File: src/hw/rtl/u2u_pkg.sv
`default_nettype none
package u2u_pkg;

	localparam int MAX_RESULTS = 4;
	localparam int CNT_W       = $clog2(MAX_RESULTS + 1);
	localparam int IDX_W       = $clog2(MAX_RESULTS);

	localparam logic [20:0] REPL_CP      = 21'h00FFFD;
	localparam logic [20:0] MAX_CP       = 21'h10FFFF;
	localparam logic [20:0] SURR_FIRST   = 21'h00D800;
	localparam logic [20:0] SURR_LAST    = 21'h00DFFF;
	localparam logic [20:0] HI_SURR_BASE = 21'h00D800;
	localparam logic [20:0] LO_SURR_BASE = 21'h00DC00;
	localparam logic [20:0] SUPP_BASE    = 21'h010000;
	localparam logic [20:0] BMP_MAX      = 21'h00FFFF;
	localparam logic [20:0] MIN_TWO      = 21'h000080;
	localparam logic [20:0] MIN_THREE    = 21'h000800;

	typedef struct packed {
		logic [7:0] in_byte;
		logic       in_last;
	} in_item_t;

	typedef struct packed {
		logic [20:0] code_unit;
		logic        replaced;
		logic        run_last;
		logic        string_end;
	} out_item_t;

	typedef struct packed {
		logic [20:0] code;
		logic        replaced;
	} unit_t;

	typedef struct packed {
		unit_t [MAX_RESULTS-1:0] units;
		logic [CNT_W-1:0]        count;
		logic                    last;
	} bundle_t;

endpackage
`default_nettype wire

File: src/hw/rtl/u2u_decode.sv
`default_nettype none
module u2u_decode (
	input  wire logic              clk,
	input  wire logic              arst_n,
	input  wire u2u_pkg::in_item_t item,
	input  wire logic              take,
	input  wire logic              mode,
	output u2u_pkg::bundle_t       bundle
);

	logic [20:0] partial_q;
	logic [1:0]  needed_q;
	logic [1:0]  seen_q;

	logic [20:0] partial_d;
	logic [1:0]  needed_d;
	logic [1:0]  seen_d;

	always_comb begin
		logic [7:0]      b;
		logic            cont;
		logic [20:0]     cp;
		logic [1:0]      seen_n;
		logic [1:0]      needed_n;
		logic [20:0]     min_cp;
		logic [20:0]     supp;
		logic [2:0]      nflush;
		logic [1:0]      ntail;
		logic            do_lead;
		logic            bad;
		u2u_pkg::unit_t  t0;
		u2u_pkg::unit_t  t1;
		logic [1:0]      p0;
		logic [1:0]      p1;

		b        = item.in_byte;
		cont     = (b[7:6] == 2'b10);
		cp       = {partial_q[14:0], b[5:0]};
		seen_n   = seen_q + 2'd1;
		needed_n = needed_q - 2'd1;
		case (seen_n)
			2'd1:    min_cp = u2u_pkg::MIN_TWO;
			2'd2:    min_cp = u2u_pkg::MIN_THREE;
			default: min_cp = u2u_pkg::SUPP_BASE;
		endcase
		bad = (cp < min_cp) || (cp > u2u_pkg::MAX_CP) ||
			((cp >= u2u_pkg::SURR_FIRST) && (cp <= u2u_pkg::SURR_LAST));
		supp = cp - u2u_pkg::SUPP_BASE;

		partial_d = partial_q;
		needed_d  = needed_q;
		seen_d    = seen_q;
		nflush    = 3'd0;
		ntail     = 2'd0;
		do_lead   = 1'b0;
		t0        = '{code: u2u_pkg::REPL_CP, replaced: 1'b1};
		t1        = '{code: u2u_pkg::REPL_CP, replaced: 1'b1};

		if (needed_q != 2'd0) begin
			if (cont) begin
				partial_d = cp;
				seen_d    = seen_n;
				needed_d  = needed_n;
				if (needed_n == 2'd0) begin
					partial_d = '0;
					seen_d    = '0;
					if (bad) begin
						nflush = 3'd1 + {1'b0, seen_n};
					end else if (!mode && (cp > u2u_pkg::BMP_MAX)) begin
						ntail = 2'd2;
						t0 = '{code: u2u_pkg::HI_SURR_BASE + {11'd0, supp[19:10]},
							replaced: 1'b0};
						t1 = '{code: u2u_pkg::LO_SURR_BASE + {11'd0, supp[9:0]},
							replaced: 1'b0};
					end else begin
						ntail = 2'd1;
						t0 = '{code: cp, replaced: 1'b0};
					end
				end else if (item.in_last) begin
					nflush = 3'd1 + {1'b0, seen_n};
				end
			end else begin
				nflush   = 3'd1 + {1'b0, seen_q};
				do_lead  = 1'b1;
				partial_d = '0;
				needed_d  = '0;
				seen_d    = '0;
			end
		end else begin
			do_lead = 1'b1;
		end

		// Lead byte: ASCII passes, a valid lead opens a sequence, else FFFD.
		if (do_lead) begin
			if (!b[7]) begin
				ntail = 2'd1;
				t0 = '{code: {13'd0, b}, replaced: 1'b0};
			end else if ((b[7:5] == 3'b110) && !item.in_last) begin
				partial_d = {16'd0, b[4:0]};
				needed_d  = 2'd1;
				seen_d    = 2'd0;
			end else if ((b[7:4] == 4'b1110) && !item.in_last) begin
				partial_d = {17'd0, b[3:0]};
				needed_d  = 2'd2;
				seen_d    = 2'd0;
			end else if ((b[7:3] == 5'b11110) && !item.in_last) begin
				partial_d = {18'd0, b[2:0]};
				needed_d  = 2'd3;
				seen_d    = 2'd0;
			end else begin
				ntail = 2'd1;
			end
		end

		if (item.in_last) begin
			partial_d = '0;
			needed_d  = '0;
			seen_d    = '0;
		end

		// Pack flush replacements first, then the tail units.
		for (int i = 0; i < u2u_pkg::MAX_RESULTS; i++) begin
			bundle.units[i] = '{code: u2u_pkg::REPL_CP, replaced: 1'b1};
		end
		p0 = nflush[1:0];
		p1 = p0 + 2'd1;
		if (ntail != 2'd0) begin
			bundle.units[p0] = t0;
		end
		if (ntail == 2'd2) begin
			bundle.units[p1] = t1;
		end
		bundle.count = nflush + {1'b0, ntail};
		bundle.last  = item.in_last;
	end

	always_ff @(posedge clk or negedge arst_n) begin
		if (!arst_n) begin
			partial_q <= '0;
			needed_q  <= '0;
			seen_q    <= '0;
		end else if (take) begin
			partial_q <= partial_d;
			needed_q  <= needed_d;
			seen_q    <= seen_d;
		end
	end

endmodule
`default_nettype wire

File: src/hw/rtl/u2u_drain.sv
`default_nettype none
module u2u_drain (
	input  wire logic             clk,
	input  wire logic             arst_n,
	input  wire logic             load,
	input  wire u2u_pkg::bundle_t bundle,
	output logic                  free,
	output logic                  valid,
	input  wire logic             stall,
	output u2u_pkg::out_item_t    data
);

	u2u_pkg::bundle_t              bundle_s2;
	logic                          valid_s2;
	logic [u2u_pkg::IDX_W-1:0]     idx_q;
	logic                          is_last_unit;
	logic                          xfer;

	assign is_last_unit = ({1'b0, idx_q} == (bundle_s2.count - 1'b1));
	assign xfer         = valid_s2 && !stall;
	assign free         = !valid_s2 || (xfer && is_last_unit);

	assign valid           = valid_s2;
	assign data.code_unit  = bundle_s2.units[idx_q].code;
	assign data.replaced   = bundle_s2.units[idx_q].replaced;
	assign data.run_last   = is_last_unit;
	assign data.string_end = is_last_unit && bundle_s2.last;

	always_ff @(posedge clk or negedge arst_n) begin
		if (!arst_n) begin
			valid_s2 <= 1'b0;
			idx_q    <= '0;
		end else if (load) begin
			valid_s2 <= 1'b1;
			idx_q    <= '0;
		end else if (xfer) begin
			if (is_last_unit) begin
				valid_s2 <= 1'b0;
				idx_q    <= '0;
			end else begin
				idx_q <= idx_q + 1'b1;
			end
		end
	end

	always_ff @(posedge clk) begin
		if (load) begin
			bundle_s2 <= bundle;
		end
	end

endmodule
`default_nettype wire

File: src/hw/rtl/utf8_to_utf16_transcoder_top.sv
// UTF-8 to UTF-16/UTF-32 stream transcoder. Feed one UTF-8 byte per transfer
// with in_last set on the final byte of a string; results come out one code
// unit per transfer. cfg_data (written with cfg_we while idle) selects the
// format: 0 gives UTF-16 code units with surrogate pairs, 1 whole code points.
// Bad input is replaced by U+FFFD (replaced = 1): one for the lead byte of a
// broken sequence and one for every continuation byte already taken. run_last
// marks the final result of each input byte, string_end the final result of a
// byte that carried in_last. Rate: one input byte per cycle whenever a byte
// gives zero or one result and the output is not stalled; a byte giving more
// than one result holds the input until the output drains them, one unit per
// cycle while not stalled, from the result register. A byte passes through
// the input register, then the result register, before its first result.
`default_nettype none
module utf8_to_utf16_transcoder_top (
	input  wire logic              clk,
	input  wire logic              arst_n,
	input  wire logic              in_valid,
	output logic                   in_stall,
	input  wire u2u_pkg::in_item_t in_data,
	output logic                   out_valid,
	input  wire logic              out_stall,
	output u2u_pkg::out_item_t     out_data,
	input  wire logic              cfg_we,
	input  wire logic              cfg_data
);

	logic              mode_q;
	logic              valid_s1;
	u2u_pkg::in_item_t item_s1;
	u2u_pkg::bundle_t  bundle;
	logic              free;
	logic              adv_s1;
	logic              in_xfer;

	// Advance the input register when the result register can take the
	// bundle, or drop it at once when the byte gives no result.
	assign adv_s1   = valid_s1 && (free || (bundle.count == '0));
	assign in_stall = valid_s1 && !adv_s1;
	assign in_xfer  = in_valid && !in_stall;

	always_ff @(posedge clk or negedge arst_n) begin
		if (!arst_n) begin
			mode_q <= 1'b0;
		end else if (cfg_we) begin
			mode_q <= cfg_data;
		end
	end

	always_ff @(posedge clk or negedge arst_n) begin
		if (!arst_n) begin
			valid_s1 <= 1'b0;
		end else if (in_xfer) begin
			valid_s1 <= 1'b1;
		end else if (adv_s1) begin
			valid_s1 <= 1'b0;
		end
	end

	// Hold the payload while stalled.
	always_ff @(posedge clk) begin
		if (in_xfer) begin
			item_s1 <= in_data;
		end
	end

	// Decode the byte against the open sequence; commit state on advance.
	u2u_decode u_decode (
		.clk    (clk),
		.arst_n (arst_n),
		.item   (item_s1),
		.take   (adv_s1),
		.mode   (mode_q),
		.bundle (bundle)
	);

	// Drain the result bundle one code unit per output transfer.
	u2u_drain u_drain (
		.clk    (clk),
		.arst_n (arst_n),
		.load   (adv_s1 && (bundle.count != '0)),
		.bundle (bundle),
		.free   (free),
		.valid  (out_valid),
		.stall  (out_stall),
		.data   (out_data)
	);

endmodule
`default_nettype wire

File: config.mk
export PLATFORM = sky130hd
export DESIGN_NAME = utf8_to_utf16_transcoder_top
export DESIGN_NICKNAME = d
export VERILOG_FILES = /design/src/hw/rtl/u2u_pkg.sv /design/src/hw/rtl/u2u_decode.sv /design/src/hw/rtl/u2u_drain.sv /design/src/hw/rtl/utf8_to_utf16_transcoder_top.sv
export SDC_FILE = /design/constraint.sdc
export NUM_CORES = 1
export LEC_CHECK = 0
export ABC_AREA = 1
export ABC_CLOCK_PERIOD_IN_PS = 7900
export BUFFER_PORTS_ARGS = -buffer_cell sky130_fd_sc_hd__buf_2
export CORE_UTILIZATION = 25
export DETAILED_ROUTE_END_ITERATION = 10
export GPL_TIMING_DRIVEN = 0
export MAX_ROUTING_LAYER = met4
export PLACE_DENSITY = 0.37
export SYNTH_ARGS = -nofsm -noshare
export SYNTH_HDL_FRONTEND = slang
export SYNTH_SLANG_ARGS = --single-unit
File: constraint.sdc
create_clock -name clk -period 7.9 [get_ports clk]
set_input_delay 1.58 -clock clk [delete_from_list [all_inputs] [get_ports clk]]
set_output_delay 1.58 -clock clk [all_outputs]
set_load 0.1 [all_outputs]
==> results.yml <==
detailed_routing:
  met3WireLength_um: 624
  wl_met2_mm: 9.24
  post_drt_via_cell_ratio: 4.50
  routed.top_layer: "met4"
  wl_per_cell_um: 16.9
  drt-met1-wl_mm: 9.05
  wirelength_mm: 19.1
  postRouteAntennaNets: 0
  route.detailed.drc: 0
  drt_iter0_drc: 362
  vias: 5075
  firstDrtPassIters: 4
timing:
  whs_ns: 0.460
  fin_ws_ns: 1.50
  setup_tns_ns: 0
  final.min_clock_period_ns: 6.40
  grt_setup_unrepaired: "no"
  min_period_over_period: 0.810
  fmax_ghz: 0.156
  finalSetupViolations: 0
  hold_violations: 0
  tightest_slew_ns: 0.600
  relSlewSlack: 0.600
  slew_violations: 0
  finClkSkew_ns: 0.0111
placed_design:
  port_buffers: 40
  gp_congestion: 0.858
  dpl.hpwl_mm: 14.1
  dp.cells: 1097
  dp_slack_ns: 1.90
floorplan:
  design.core.area_um2: 25900
  row_count: 59
  die_h_um: 164
  die_area_um2: 27000
  ios: 41
  die_w_um: 164
  initial_utilization: 0.254
grt:
  antenna_found_initial: 0
  grt_pass1_vias: 5198
  grt_max_degree: 54
  grt_pass1_wl_mm: 30.1
  grt_use_total: 0.155
  overflow: 0
final_layout:
  final_nets: 809
  area_delta_synth_final_pct: 19.4
  drive_gt1_frac: 0.173
  layout.cells.non_filler: 1129
  antenna_cells: 0
critical_path:
  arrival_ns: 4.82
  cpPeakStageDelay_ns: 0.42
  cp_cell_sequence: "buf_2 -> inv_1 -> ha_1 -> xnor2_1 -> ha_1 -> a21oi_1 -> o21ai_0 -> nor2_1 -> a21oi_2 -> nand3_4 -> nor2_4 -> nand2_2 -> clkbuf_1 -> nand2_1 -> ha_1 -> fa_1 -> inv_1 -> nand3_2 -> nand3_4 -> nand3_1 -> inv_1 -> buf_2"
  worst_setup_path_start_kind: "flop"
  slowest_stage: "fa_1"
  worstPathRequired_ns: 6.32
  critical_path_class: "flop to output port"
  cp-end-kind: "output port"
  worst-path-max-fanout: 10
logic_synthesis:
  synthTopCellsByArea: "edfxtp_1, nand2_1, dfrtp_1"
  synth_edf_count: 101
  synth.ff_latch_count: 125
  ys_types: 44
  synthCells: 707
  syn_area_um2: 6580
  yosysTopAreaCellShare: 0.461
  synth.avg_cell_area_um2: 9.31
  ys.flop_type: "edfxtp_1"
  yosysSeqAreaShare: 0.552
  yosysTopAreaCell: "edfxtp_1"
  yosysWarnings: 0
  async_reset_ff_frac: 0.192
cts:
  cts.sinks: 125
  cts_setup_buffers: 0
  cts-htree-levels: 4
  root_buffer: "clkbuf_16"
  clockBufferDepth: 2
  cts_tree: "yes"
  cts_buffers: 17
  clkLatencyLatePin_ns: 0.42
  clk_transition_reported_paths_ns: 0.06
  cts.repair.resized: 0
  hold_buffers: 0
outcome:
  status: "completed"
run:
  drv_cap: 0
worst_hold_path:
  hold_path_class: "flop to flop"
-- Yosys cell counts (2+ instances only) --
cell type and n:
buf_2 7, o21ai_0 59, xnor2_1 3, nand3_2 14, dfrtp_1 24, nor2_4 4
xor2_1 5, clkbuf_1 20, buf_4 7, o22ai_1 23, o21ai_1 12, nand2_2 8
nor2_1 89, inv_1 59, ha_1 12, a22oi_1 2, nor3_1 9, nand2_4 3
edfxtp_1 101, inv_2 10, nand2_1 161, nand3_1 29, nand3_4 2, nand4_1 3
o32ai_1 11, buf_6 2, a21oi_1 9, nor2_2 3
-- layout make-up --
class                      instances  area [um2]
fill                            2762       18100
sequential                       125        3630
multi-input combinational        487        2520
clock buffer                      19         433
tap                              335         419
inverter                          70         265
timing repair buffer              41         228
buffer                            39         216
clock inverter                    13         139
-- stage by stage --
| step | utilization | area (um2) |
|---|---|---|
| global route | 0.303 | 7850 |
| finish | 0.303 | 7850 |
| global placement | 0.280 | 7250 |
| detailed placement | 0.281 | 7280 |
| floorplan | - | 6630 |
| CTS | 0.303 | 7850 |
-- cells by family after synthesis --
kind of cell             count (synthesis)  share of synthesized area
AND/OR/NAND/NOR                        327                      0.227
flip-flops                             125                      0.552
AO/OA/AOI/OAI                          124                      0.110
buffers and inverters                  109                     0.0728
adder cells (fa/ha/maj)                 13                     0.0259
XOR/XNOR                                 8                     0.0107
other                                    1                   0.000570
-- final timing paths --
check,startpoint,end,slack [ns],cells after the start
setup / recovery,u_decode.seen_q[0],in_stall,1.50,22
hold / removal,item_s1[0],u_drain.bundle_s2[0],0.46,0
setup reg to reg,u_decode.seen_q[0],u_drain.bundle_s2[33],2.73,22
hold reg to reg,item_s1[0],u_drain.bundle_s2[0],0.46,0
max in group asynchronous,arst_n,u_decode.partial_q[8],6.34,1
min in group asynchronous,arst_n,u_decode.needed_q[1],1.16,1
-- flip-flops by register name, indices dropped and copies added (netlist names), 2 cells and up --
signal and flops:
u_drain.bundle_s2 92, u_decode.partial_q 15, item_s1 9, u_decode.needed_q 2, u_decode.seen_q 2, u_drain.idx_q 2
-- cells in the final DEF (no fill, tap or decap), types with 2 or more instances in the layout --
cell type  count
nand2_1      161
edfxtp_1     101
nor2_1        89
o21ai_0       59
inv_1         58
buf_2         47
nand3_1       29
dfrtp_1       24
o22ai_1       23
clkbuf_1      22
clkbuf_16     17
conb_1        15
nand3_2       14
o21ai_1       12
ha_1          12
o32ai_1       11
inv_2         10
nor3_1         9
a21oi_1        9
nand2_2        8
buf_4          7
xor2_1         5
nor2_4         4
inv_6          4
nor2_2         3
nand4_1        3
xnor2_1        3
nand2_4        3
clkinv_2       3
nand3_4        2
a22oi_1        2
clkinv_1       2
buf_6          2
clkinv_4       2
bufinv_16      2
-- routing by layer --
layer,track usage,vias to the layer above
met4,0.0404,0
li1,-,2526
met2,0.252,83
met5,-,-
met3,0.0318,13
met1,0.197,2453
-- critical path: cells and delay by family (launching register included) --
kind,cells,cell delay (ns)
flip-flops,1,0.38
AND/OR/NAND/NOR,8,0.90
XOR/XNOR,1,0.28
adder cells (fa/ha/maj),4,1.30
buffers and inverters,6,1.22
AO/OA/AOI/OAI,3,0.33
Power is not shown: default switching activity piles up to over one toggle a cycle in this logic, so the estimate is an artifact.
